### src/design/llsg_pkg.sv
package llsg_pkg;

	// time base
	localparam int TIME_BITS_DEF = 48;
	localparam int NOW_W         = 48;

	// stream and config port widths
	localparam int MODE_W      = 2;
	localparam int TDATA_IN_W  = 56;
	localparam int TDATA_OUT_W = 40;
	localparam int CFG_ADDR_W  = 2;
	localparam int CFG_DATA_W  = 27;

	// register and field widths
	localparam int TMO_W  = 27;
	localparam int MAXF_W = 4;
	localparam int LOCK_W = 22;
	localparam int FAIL_W = 4;
	localparam int MSG_W  = 3;
	localparam int LSEC_W = 12;
	localparam int SSEC_W = 17;

	// register reset values
	localparam logic [TMO_W-1:0]  TMO_RST  = 27'd1800000;
	localparam logic [MAXF_W-1:0] MAXF_RST = 4'd5;
	localparam logic [LOCK_W-1:0] LOCK_RST = 22'd30000;

	// remaining-time clamps, one below the ms value that maps to the field maximum
	localparam logic [LOCK_W-1:0] LOCK_CAP_M1 = 22'd4094999;
	localparam logic [TMO_W-1:0]  SESS_CAP_M1 = 27'd131070999;

	// divide by 1000: floor(x * DIV_M / 2^DIV_K) is exact for x < 2^DIV_X_W
	localparam int DIV_X_W = 28;
	localparam int DIV_M_W = 29;
	localparam int DIV_K   = 38;
	localparam logic [DIV_M_W-1:0] DIV_M = 29'd274877907;

	typedef enum logic [MODE_W-1:0] {
		MODE_QUERY   = 2'd0,
		MODE_ATTEMPT = 2'd1,
		MODE_LOGOUT  = 2'd2
	} mode_t;

	typedef enum logic [MSG_W-1:0] {
		MSG_LOCKED          = 3'd0,
		MSG_EXPIRED         = 3'd1,
		MSG_NOT_CONFIGURED  = 3'd2,
		MSG_AUTHENTICATED   = 3'd3,
		MSG_INVALID         = 3'd4,
		MSG_LOCKOUT_STARTED = 3'd5,
		MSG_CLOSED          = 3'd6
	} msg_t;

	typedef enum logic [CFG_ADDR_W-1:0] {
		CFG_SESSION_TIMEOUT = 2'd0,
		CFG_MAX_FAILURES    = 2'd1,
		CFG_LOCKOUT         = 2'd2
	} cfg_idx_t;

	// input word, lowest bits last
	typedef struct packed {
		logic [5:0]       pad;
		logic             password_matches;
		logic             credential_present;
		logic [NOW_W-1:0] now_ms;
	} in_word_t;

	// result word, lowest bits last
	typedef struct packed {
		logic [MSG_W-1:0]  message_code;
		logic [FAIL_W-1:0] failure_count;
		logic              attempt_ignored;
		logic [SSEC_W-1:0] session_seconds_left;
		logic [LSEC_W-1:0] lockout_seconds_left;
		logic              lock_active;
		logic              no_cred;
		logic              authorized;
	} res_word_t;

endpackage

### src/design/llsg_ceil_secs.sv
module llsg_ceil_secs
	import llsg_pkg::*;
#(
	parameter int IN_W  = LOCK_W,
	parameter int OUT_W = LSEC_W
) (
	input  logic [IN_W-1:0]  ms_m1,
	output logic [OUT_W-1:0] secs
);

	localparam int PROD_W = DIV_X_W + DIV_M_W;

	logic [PROD_W-1:0] prod;
	logic [OUT_W-1:0]  secs_floor;

	// ceil(d / 1000) == floor((d - 1) / 1000) + 1 for d >= 1
	assign prod       = PROD_W'(ms_m1) * PROD_W'(DIV_M);
	assign secs_floor = prod[DIV_K +: OUT_W];
	assign secs       = secs_floor + OUT_W'(1);

endmodule

### src/design/login_lockout_session_guard_core.sv
// A word passes the input register, stage 2, stage 3 and the result register to m_axis.
// Throughput: one word per cycle unless m_axis_tready stalls; lockout and session state
// update straight from the input register, so back-to-back words see each other's effect.
// The remaining-seconds divide is a constant reciprocal multiply in the last stage.
// Reset (arst_n low) clears session, failure count, lockout and message to their idle
// values, restores the register defaults and empties the pipeline.
module login_lockout_session_guard_core
	import llsg_pkg::*;
#(
	parameter int TIME_BITS = TIME_BITS_DEF
) (
	input  logic                   clk,
	input  logic                   arst_n,
	input  logic                   cfg_we,
	input  logic [CFG_ADDR_W-1:0]  cfg_addr,
	input  logic [CFG_DATA_W-1:0]  cfg_wdata,
	input  logic                   s_axis_tvalid,
	output logic                   s_axis_tready,
	// now_ms[47:0], credential_present[48], password_matches[49], zero pad[55:50]
	input  logic [TDATA_IN_W-1:0]  s_axis_tdata,
	// mode[1:0]
	input  logic [MODE_W-1:0]      s_axis_tuser,
	output logic                   m_axis_tvalid,
	input  logic                   m_axis_tready,
	// authorized[0], no_cred[1], lock_active[2], lockout_seconds_left[14:3],
	// session_seconds_left[31:15], attempt_ignored[32], failure_count[36:33],
	// message_code[39:37]
	output logic [TDATA_OUT_W-1:0] m_axis_tdata
);

	localparam int TB = TIME_BITS;
	localparam logic [TB-1:0] LOCK_CAP_T = {{(TB-LOCK_W){1'b0}}, LOCK_CAP_M1};
	localparam logic [TB-1:0] SESS_CAP_T = {{(TB-TMO_W){1'b0}}, SESS_CAP_M1};

	// configuration
	logic [TMO_W-1:0]  tmo_q;
	logic [MAXF_W-1:0] maxf_q;
	logic [LOCK_W-1:0] lockms_q;

	always_ff @(posedge clk or negedge arst_n) begin
		if (!arst_n) begin
			tmo_q    <= TMO_RST;
			maxf_q   <= MAXF_RST;
			lockms_q <= LOCK_RST;
		end else if (cfg_we) begin
			unique case (cfg_idx_t'(cfg_addr))
				CFG_SESSION_TIMEOUT: tmo_q    <= cfg_wdata[TMO_W-1:0];
				CFG_MAX_FAILURES:    maxf_q   <= cfg_wdata[MAXF_W-1:0];
				CFG_LOCKOUT:         lockms_q <= cfg_wdata[LOCK_W-1:0];
				default: ;
			endcase
		end
	end

	// pipeline enables
	logic v_s1, v_s2, v_s3, out_valid_q;
	logic en_s1, en_s2, en_s3, en_out;

	assign en_out        = !out_valid_q || m_axis_tready;
	assign en_s3         = !v_s3 || en_out;
	assign en_s2         = !v_s2 || en_s3;
	assign en_s1         = !v_s1 || en_s2;
	assign s_axis_tready = en_s1;

	// stage 1: input register
	in_word_t         in_w;
	logic [63:0]      now_ext;
	mode_t            mode_s1;
	logic [TB-1:0]    now_s1;
	logic             cred_s1, match_s1;

	assign in_w    = in_word_t'(s_axis_tdata);
	assign now_ext = {{(64-NOW_W){1'b0}}, in_w.now_ms};

	always_ff @(posedge clk or negedge arst_n) begin
		if (!arst_n) begin
			v_s1 <= 1'b0;
		end else if (en_s1) begin
			v_s1 <= s_axis_tvalid;
		end
	end

	always_ff @(posedge clk) begin
		if (en_s1 && s_axis_tvalid) begin
			mode_s1  <= mode_t'(s_axis_tuser);
			now_s1   <= now_ext[TB-1:0];
			cred_s1  <= in_w.credential_present;
			match_s1 <= in_w.password_matches;
		end
	end

	// guard state
	logic              sess_open_q;
	logic [TB-1:0]     sess_end_q;
	logic [FAIL_W-1:0] fail_q;
	logic [TB-1:0]     lock_end_q;
	msg_t              msg_q;

	logic              sess_exp, lock_exp, lock_pre;
	logic              so_n, ign_n;
	logic [TB-1:0]     se_n, le_n;
	logic [FAIL_W-1:0] f_exp, f_inc, f_n;
	msg_t              msg_n;
	logic [TB:0]       tmo_sum, lock_sum;
	logic [TB-1:0]     tmo_end, lock_end;

	assign sess_exp = sess_open_q && (now_s1 >= sess_end_q);
	assign lock_exp = (lock_end_q != '0) && (now_s1 >= lock_end_q);
	assign lock_pre = !lock_exp && (now_s1 < lock_end_q);
	assign f_exp    = lock_exp ? '0 : fail_q;
	assign f_inc    = f_exp + FAIL_W'(1);

	// end times saturate at the top of the time range
	assign tmo_sum  = {1'b0, now_s1} + (TB+1)'(tmo_q);
	assign lock_sum = {1'b0, now_s1} + (TB+1)'(lockms_q);
	assign tmo_end  = tmo_sum[TB] ? '1 : tmo_sum[TB-1:0];
	assign lock_end = lock_sum[TB] ? '1 : lock_sum[TB-1:0];

	always_comb begin
		so_n  = sess_exp ? 1'b0 : sess_open_q;
		se_n  = sess_exp ? '0 : sess_end_q;
		msg_n = sess_exp ? MSG_EXPIRED : msg_q;
		le_n  = lock_exp ? '0 : lock_end_q;
		f_n   = f_exp;
		ign_n = 1'b0;
		unique case (mode_s1)
			MODE_ATTEMPT: begin
				priority if (lock_pre) begin
					ign_n = 1'b1;
				end else if (!cred_s1) begin
					so_n  = 1'b0;
					se_n  = '0;
					msg_n = MSG_NOT_CONFIGURED;
				end else if (match_s1) begin
					so_n  = 1'b1;
					se_n  = tmo_end;
					f_n   = '0;
					le_n  = '0;
					msg_n = MSG_AUTHENTICATED;
				end else begin
					so_n = 1'b0;
					se_n = '0;
					if (f_inc >= maxf_q) begin
						f_n   = '0;
						le_n  = lock_end;
						msg_n = MSG_LOCKOUT_STARTED;
					end else begin
						f_n   = f_inc;
						msg_n = MSG_INVALID;
					end
				end
			end
			MODE_LOGOUT: begin
				so_n  = 1'b0;
				se_n  = '0;
				msg_n = MSG_CLOSED;
			end
			default: ;
		endcase
	end

	// advance state as the word leaves stage 1
	always_ff @(posedge clk or negedge arst_n) begin
		if (!arst_n) begin
			sess_open_q <= 1'b0;
			sess_end_q  <= '0;
			fail_q      <= '0;
			lock_end_q  <= '0;
			msg_q       <= MSG_LOCKED;
		end else if (v_s1 && en_s2) begin
			sess_open_q <= so_n;
			sess_end_q  <= se_n;
			fail_q      <= f_n;
			lock_end_q  <= le_n;
			msg_q       <= msg_n;
		end
	end

	// stage 2: post-update state snapshot
	logic [TB-1:0]     now_s2, se_s2, le_s2;
	logic              cred_s2, so_s2, ign_s2;
	logic [FAIL_W-1:0] fail_s2;
	msg_t              msg_s2;

	always_ff @(posedge clk or negedge arst_n) begin
		if (!arst_n) begin
			v_s2 <= 1'b0;
		end else if (en_s2) begin
			v_s2 <= v_s1;
		end
	end

	always_ff @(posedge clk) begin
		if (en_s2 && v_s1) begin
			now_s2  <= now_s1;
			se_s2   <= se_n;
			le_s2   <= le_n;
			cred_s2 <= cred_s1;
			so_s2   <= so_n;
			ign_s2  <= ign_n;
			fail_s2 <= f_n;
			msg_s2  <= msg_n;
		end
	end

	logic              auth_c, locked_c;
	logic [TB-1:0]     lm1, sm1;
	logic [LOCK_W-1:0] lx_c;
	logic [TMO_W-1:0]  sx_c;

	// end + ~now is end - now - 1
	assign auth_c   = cred_s2 && so_s2 && (now_s2 < se_s2);
	assign locked_c = now_s2 < le_s2;
	assign lm1      = le_s2 + ~now_s2;
	assign sm1      = se_s2 + ~now_s2;
	assign lx_c     = (lm1 > LOCK_CAP_T) ? LOCK_CAP_M1 : lm1[LOCK_W-1:0];
	assign sx_c     = (sm1 > SESS_CAP_T) ? SESS_CAP_M1 : sm1[TMO_W-1:0];

	// stage 3: flags and clamped remaining times
	logic              auth_s3, setup_s3, locked_s3, ign_s3;
	logic [FAIL_W-1:0] fail_s3;
	msg_t              msg_s3;
	logic [LOCK_W-1:0] lx_s3;
	logic [TMO_W-1:0]  sx_s3;

	always_ff @(posedge clk or negedge arst_n) begin
		if (!arst_n) begin
			v_s3 <= 1'b0;
		end else if (en_s3) begin
			v_s3 <= v_s2;
		end
	end

	always_ff @(posedge clk) begin
		if (en_s3 && v_s2) begin
			auth_s3   <= auth_c;
			setup_s3  <= !cred_s2;
			locked_s3 <= locked_c;
			ign_s3    <= ign_s2;
			fail_s3   <= fail_s2;
			msg_s3    <= msg_s2;
			lx_s3     <= lx_c;
			sx_s3     <= sx_c;
		end
	end

	logic [LSEC_W-1:0] lsec;
	logic [SSEC_W-1:0] ssec;

	llsg_ceil_secs #(
		.IN_W  (LOCK_W),
		.OUT_W (LSEC_W)
	) u_lock_secs (
		.ms_m1 (lx_s3),
		.secs  (lsec)
	);

	llsg_ceil_secs #(
		.IN_W  (TMO_W),
		.OUT_W (SSEC_W)
	) u_sess_secs (
		.ms_m1 (sx_s3),
		.secs  (ssec)
	);

	// result register
	res_word_t out_q;

	always_ff @(posedge clk or negedge arst_n) begin
		if (!arst_n) begin
			out_valid_q <= 1'b0;
		end else if (en_out) begin
			out_valid_q <= v_s3;
		end
	end

	always_ff @(posedge clk) begin
		if (en_out && v_s3) begin
			out_q.authorized           <= auth_s3;
			out_q.no_cred              <= setup_s3;
			out_q.lock_active          <= locked_s3;
			out_q.lockout_seconds_left <= locked_s3 ? lsec : '0;
			out_q.session_seconds_left <= auth_s3 ? ssec : '0;
			out_q.attempt_ignored      <= ign_s3;
			out_q.failure_count        <= fail_s3;
			out_q.message_code         <= msg_s3;
		end
	end

	assign m_axis_tvalid = out_valid_q;
	assign m_axis_tdata  = out_q;

	// an ignored attempt only happens under an active lockout
	assert property (@(posedge clk) disable iff (!arst_n)
		out_valid_q && out_q.attempt_ignored |-> out_q.lock_active)
		else $error("ignored attempt reported without lockout");

	// a locked result always has at least one second left, and none otherwise
	assert property (@(posedge clk) disable iff (!arst_n)
		out_valid_q |-> (out_q.lock_active == (out_q.lockout_seconds_left != '0)))
		else $error("lockout seconds disagree with lockout flag");

	// an open session needs a credential and has time left
	assert property (@(posedge clk) disable iff (!arst_n)
		out_valid_q && out_q.authorized |->
			!out_q.no_cred && (out_q.session_seconds_left != '0))
		else $error("authorized result without credential or remaining time");

	// a successful login or a fresh lockout leaves the failure count cleared
	assert property (@(posedge clk) disable iff (!arst_n)
		out_valid_q && (out_q.message_code == MSG_AUTHENTICATED ||
			out_q.message_code == MSG_LOCKOUT_STARTED) |-> (out_q.failure_count == '0))
		else $error("failure count not cleared");

endmodule
### config.mk
export PLATFORM = sky130hd
export DESIGN_NAME = login_lockout_session_guard_core
export DESIGN_NICKNAME = d
export VERILOG_FILES = /design/src/design/llsg_pkg.sv /design/src/design/llsg_ceil_secs.sv /design/src/design/login_lockout_session_guard_core.sv
export SDC_FILE = /design/constraint.sdc
export NUM_CORES = 2
export LEC_CHECK = 0
export BUFFER_PORTS_ARGS = -buffer_cell sky130_fd_sc_hd__buf_2
export CORE_MARGIN = 2
export CORE_UTILIZATION = 35
export DETAILED_ROUTE_END_ITERATION = 16
export SETUP_SLACK_MARGIN = 0.15
export SLEW_MARGIN = 5
export SYNTH_ARGS = -nofsm -noshare
export SYNTH_HDL_FRONTEND = slang
export SYNTH_SLANG_ARGS = --single-unit
### constraint.sdc
create_clock -name clk -period 11 [get_ports clk]
set_input_delay 1.1 -clock clk [delete_from_list [all_inputs] [get_ports clk]]
set_output_delay 1.1 -clock clk [all_outputs]
set_load 0.01 [all_outputs]
Word-level counts from Yosys, hierarchy flattened
Cells that the tools add are included.
Word-level totals
  bits in writable memories: 0
  latch bits: 0
  input port bits: 92
  memories kept: 0
  ROM bits: 0
  register bits after elaboration: 467
Operators by class
  shift-type cells: 0
  multiplexer cells: 31
  add/subtract/negate cells: 7
  reductions and logical operators: 24
  bitwise operators: 1
  $lt $le $gt $ge: 8
  divide/modulo/power cells: 0
  equal/unequal tests: 4
  multiply operators: 2
Operators by type and width (number)
  $mux W48: 12
  $lt A48 B48 Y1: 3
  $add A48 B48 Y48: 2
  $ge A48 B48 Y1: 2
  $pmux W48 S2: 1
  $mul A27 B29 Y55 const B: 1
  $mul A22 B29 Y50 const B: 1
  $add A48 B22 Y49: 1
  $add A48 B27 Y49: 1
  $gt A48 B22 Y1 const B: 1
  $gt A48 B27 Y1 const B: 1
  $not A48 Y48: 1
  $reduce_bool A48 Y1: 1
  $mux W4: 6
  $add A17 B1 Y17 const B: 1
  $add A12 B1 Y12 const B: 1
  $mux W3: 4
  $logic_and A1 B1 Y1: 9
  $logic_not A1 Y1: 6
  $mux W1: 6
  $pmux W3 S2: 1
  $reduce_and A2 Y1: 3
  $add A4 B1 Y4 const B: 1
  $eq A2 B1 Y1 const B: 2
  5 further kinds: 9

Depth between registers and ports, before layout
  depth after elaboration: 10
  depth in mapped cells: 29

Cells and area by module
From an unflattened synthesis, not the netlist that was laid out.
Second synthesis, totals
  cells, all modules: 5605
  area total of the unflattened synthesis: 53777.8 um^2
Modules (own cells, without submodules)
  login_lockout_session_guard_core: cells each 3268, seq. area each 13242.7 um^2, area an instance 32090.8 um^2, instances 1
  llsg_ceil_secs (u_sess_secs): cells each 1315, seq. area each 0.0 um^2, area an instance 12134.1 um^2, instances 1
  llsg_ceil_secs (u_lock_secs): cells each 1022, seq. area each 0.0 um^2, area an instance 9552.9 um^2, instances 1

Worst setup path before layout
No wires, ideal clock.
  path kind: register -> register
  start point: reg lx_s3[20]
  end point: reg out_q, in the netlist m_axis_tdata[14], data pin
  slack: 3.678 ns
  required time: 10.854 ns
  setup time: 0.146 ns
  cell stages (with the launch flop): 22
  arrival time: 7.175 ns
  path through: edfxtp_1 > ha_1 > fa_1 > fa_1 > fa_1 > fa_1 > fa_1 > inv_1 > fa_1 > inv_1 > ha_1 > a21oi_1 > a211oi_1 > o311ai_0 > o211ai_1 > a2111oi_0 > o31ai_2 > xor2_1 > nand3_1 > or4_1 > a31o_2 > a21boi_1
On the way
  word-level cells in the longest chain between the ends: 2
Ends and longest elaborated chain
  from (decl): line login_lockout_session_guard_core.sv:223  | logic [LOCK_W-1:0] lx_s3;
  from (signal assigned): line login_lockout_session_guard_core.sv:242  | lx_s3 <= lx_c;
  $mul A22 B29 Y50: line llsg_ceil_secs.sv:17  | assign prod = PROD_W'(ms_m1) * PROD_W'(DIV_M);
  $add A12 B1 Y12: line llsg_ceil_secs.sv:19  | assign secs = secs_floor + OUT_W'(1);
  to (decl): line login_lockout_session_guard_core.sv:267  | res_word_t out_q;
Every way passes these cells.
A chain may end at the register's enable or synchronous reset.

Final worst setup path
  start point: reg lx_s3[19]
  end point: reg out_q, in the netlist m_axis_tdata[13], data pin
The elaborated chain is that of the path after synthesis.

==> reports/results.tsv <==
stage	metric	value	unit
placed_design	routability cong.	0.955	
final_layout	P&R area growth vs syn	9.10	%
grt	initial antenna violation count	1	
logic_synthesis	mux cell area share after synthesis	0.0158	
route	routed wire length	146	mm
sta	Slew headroom	0.179	
pwr	Switching Fraction	0.507	
floorplanning	num ports	134	
final_layout	Non-Filler Cell Area, Final	57500	µm²
sta	TNS Setup	0	ps
critical_path	Slowest cell on crit path	a2111oi_0	
route	vias per cell	5.15	
final_layout	Sequential Area	13200	µm²
critical_path	largest stage delay on the critical path	770	ps
floorplanning	Die H	392	µm
critical_path	CP bufs+invs	2	
sta	fin crit period	8390	ps
route	routed vias	39135	
final_layout	share of cells above drive strength 1	0.0703	
sta	slew of the pin with the lowest slew margin	1220	ps
route	highest routed layer	met4	
clocking	CTS root buf	clkbuf_16	
clocking	CTS buffer count	55	
final_layout	Layout Nets	6913	
route	DRT iter0 DRCs	2750	
sta	Slew Viols, Final	0	
clocking	latest clock arrival within the worst-skew pair	670	ps
critical_path	crit start category	flip-flop	
route	Final ANT Viol Nets	0	
status	run status	finished, final reports clean	
route	M1 WL	68.7	mm
pwr	Net Sw Power	7.48	mW
clocking	CTS Hold Bufs	0	
route	WL met2	65.0	mm
floorplanning	Die W	392	µm
clocking	# Post-CTS Setup Buffers	0	
min_path	Worst Hold Class	reg -> reg	
logic_synthesis	Post-Synth XOR/XNOR Area	0.0302	
pwr	logic gate share of total power	0.702	
pwr	sequential share of power	0.172	
logic_synthesis	simple-gate share of the synthesized area	0.106	
clocking	CTS Buffer Depth	3	
sta	Hold Slack	419	ps
placed_design	dpl cell area	55700	µm²
logic_synthesis	Post-Syn Instances	5441	
pwr	leakage power	27.0	nW
critical_path	R2R cell count	21	
final_layout	number of fill cells	14843	
pwr	peak supply drop	379	µV
grt	all-layer global routing usage	0.190	
placed_design	port bufs	127	
sta	Max Fclk	119	MHz
pwr	Pint	7.27	mW
logic_synthesis	post-synthesis adder-cell area fraction	0.366	
route	Routed WL per cell	19.2	µm
logic_synthesis	Mapped Area	52700	µm²
pwr	Clk network pwr share	0.126	
grt	vias in the first global route	39628	
sta	RSZ-0062 raised after global routing	no	
placed_design	hpwl dp	121	mm
critical_path	WP data required	11400	ps
floorplanning	die area	154000	µm²
clocking	H-tree depth	2	
run	Max Cap Viol	0	
critical_path	CP Class	reg -> reg	
grt	total gr overflow	0	
grt	first-pass GRT wire length	227	mm
logic_synthesis	Yosys reg bits	467	
logic_synthesis	Synth Net Count	6823	
critical_path	crit-path cells	ha_1, fa_1, fa_1, fa_1, fa_1, fa_1, inv_1, fa_1, inv_1, ha_1, a21oi_1, a211oi_1, o311ai_0, o211ai_1, a2111oi_0, o31ai_2, a2111oi_0, nor2_1, xor2_1, xnor2_1, and2_1	
logic_synthesis	register area share after synthesis	0.251	
placed_design	Placed Cells	7490	
route	metal3 WL	7.70	mm
route	DRC viols	0	
critical_path	Worst path depth	21	
logic_synthesis	Post-synth EDFFs	306	
critical_path	family with the most delay on the worst path	adder cells	
route	DR pass1 iterations	6	
sta	Setup violations, final	0	
final_layout	# diodes	0	
logic_synthesis	Main synth FF type	edfxtp_1	
sta	Final Hold Fails	0	
logic_synthesis	syn avg cell area	9.69	µm²
pwr	PD cells	256	nW/µm²
final_layout	post-layout util	0.384	
floorplanning	Rows	142	
logic_synthesis	Distinct cells, synth	94	
logic_synthesis	Yosys Warn Count	0	
logic_synthesis	Async SR Flop Fraction	0.345	
clocking	CTS tree	yes	
critical_path	critical path endpoint category	flip-flop	
sta	Setup Skew	30.4	ps
clocking	CTS clk-pin slew, worst paths	60	ps
clocking	Clock Sinks	467	
critical_path	Data arrival, critical path	8790	ps
min_path	Hold Path Depth	0	
floorplanning	core area	150000	µm²
floorplanning	initial core utilization	0.352	
critical_path	CP Max Fanout	9	
final_layout	area of the multi-input gates	35200	µm²
grt	largest net degree at the start of global routing	105	
sta	Tcrit/Tclk final	0.763	
final_layout	final std cells w/o fill	7593	
clocking	post_cts resized	0	
logic_synthesis	main combinational cell family by area after synthesis	adder cells	
critical_path	Top cell by count, worst path	fa_1	
logic_synthesis	Synth Area in Compound Gates	0.149	
[per-stage QoR]
step / power (mW) / setup slack (ps)
after CTS: 14.8 / 2560
after global placement: 12.7 / 2640
after global routing: 16.3 / 2210
after floorplan: 9.90 / 3680
final: 14.7 / 2610
after detailed placement: 12.8 / 2560
[cells in the final DEF, fill, tap and decap left out, types with 50 or more instances in the layout]
| master | Yosys | layout |
|---|---|---|
| inv_1 | 1018 | 1018 |
| ha_1 | 868 | 868 |
| fa_1 | 422 | 422 |
| nand2_1 | 321 | 321 |
| edfxtp_1 | 306 | 306 |
| a21oi_1 | 291 | 291 |
| o21ai_0 | 229 | 229 |
| nor2_1 | 221 | 220 |
| a21o_1 | 168 | 167 |
| dfrtp_1 | 141 | 141 |
| buf_2 | 4 | 126 |
| xnor2_1 | 117 | 117 |
| nand3_1 | 94 | 94 |
| nor3_1 | 74 | 73 |
| a22o_1 | 73 | 73 |
| nand4_1 | 70 | 70 |
| xor2_1 | 65 | 65 |
| mux2_2 | 57 | 57 |
| clkbuf_16 | 0 | 56 |
| o21a_1 | 50 | 50 |
[cell type report]
cell class,count,share of cell area
clock buffers,65,0.0253
clock inverters,38,0.00681
inverters,1019,0.0666
multi-input cells,3830,0.612
flip-flops and latches,467,0.230
well taps,2016,0.0438
repair buffers,158,0.0152
[per-layer routing]
layer,GRT usage,vias to the layer above
li1,-,18947
met1,0.270,18945
met2,0.304,1060
met3,0.0207,183
met4,0.0538,0
met5,0,-
[worst paths after layout]
| path | start | to | slack [ps] |
|---|---|---|---|
| hold / removal | msg_s3[0] | m_axis_tdata[37] | 420 |
| max in group asynchronous | arst_n | msg_q[0] | 9080 |
| setup / recovery | lx_s3[19] | m_axis_tdata[13] | 2610 |
| hold reg to reg | msg_s3[0] | m_axis_tdata[37] | 420 |
| min in group asynchronous | arst_n | sess_end_q[45] | 500 |
| setup reg to reg | lx_s3[19] | m_axis_tdata[13] | 2610 |
[sequential cells by signal (all words and copies together) (netlist names), 22 cells and up]
signal,cells
le_s2,48
lock_end_q,48
lockms_q,22
lx_s3,22
m_axis_tdata,40
now_s1,48
now_s2,48
se_s2,48
sess_end_q,48
sx_s3,27
tmo_q,27
[cell usage after synthesis, drive strengths merged, types with 12 or more instances]
cell type / n / share of area
inv: 1018 / 0.072
ha: 868 / 0.21
fa: 422 / 0.16
nand2: 321 / 0.023
edfxtp: 306 / 0.17
a21oi: 291 / 0.028
o21ai: 240 / 0.023
nor2: 221 / 0.016
a21o: 168 / 0.024
dfrtp: 141 / 0.067
xnor2: 117 / 0.019
clkbuf: 111 / 0.0079
nand3: 94 / 0.0089
nor3: 75 / 0.0072
a22o: 73 / 0.012
nand4: 70 / 0.0083
xor2: 65 / 0.011
mux2: 57 / 0.012
o21a: 50 / 0.0071
nand2b: 46 / 0.0055
and3: 42 / 0.0050
and2: 40 / 0.0047
nor4: 37 / 0.0049
o211ai: 37 / 0.0053
o21bai: 37 / 0.0053
nor2b: 35 / 0.0042
o2bb2ai: 31 / 0.0051
or3: 29 / 0.0035
or2: 28 / 0.0033
a211oi: 25 / 0.0036
and4: 20 / 0.0033
dfstp: 20 / 0.010
mux2i: 19 / 0.0036
a21boi: 18 / 0.0026
a2111oi: 17 / 0.0030
o31ai: 17 / 0.0025
a31o: 16 / 0.0027
a31oi: 16 / 0.0019
nor3b: 16 / 0.0024
a221o: 14 / 0.0027
a221oi: 14 / 0.0023
buf: 14 / 0.0014
a211o: 12 / 0.0020
[cell families after synthesis]
family | Yosys count
compound gates | 1172
simple gates | 1110
fa+ha+maj | 1290
flops | 467
mux | 76
xor+xnor | 182
buf+inv | 1144
[power groups by stage]
stage / logic [mW] / clock network (mW) / registers, mW
floorplan: 7.42 / 0 / 2.48
global placement: 10.1 / 0 / 2.56
detailed placement: 10.3 / 0 / 2.57
CTS: 10.3 / 1.91 / 2.53
global route: 11.7 / 1.98 / 2.57
finish: 10.4 / 1.86 / 2.54
[worst reg2reg max path, cell delays in order (launching register included)]
cell	delay (ps)
edfxtp_1	600
ha_1	480
fa_1	540
fa_1	550
fa_1	550
fa_1	540
fa_1	540
inv_1	50
fa_1	620
inv_1	70
ha_1	340
a21oi_1	200
a211oi_1	100
o311ai_0	440
o211ai_1	200
a2111oi_0	770
o31ai_2	210
a2111oi_0	710
nor2_1	160
xor2_1	180
xnor2_1	120
and2_1	150
No activity file was read; power rests on OpenSTA's default activity.
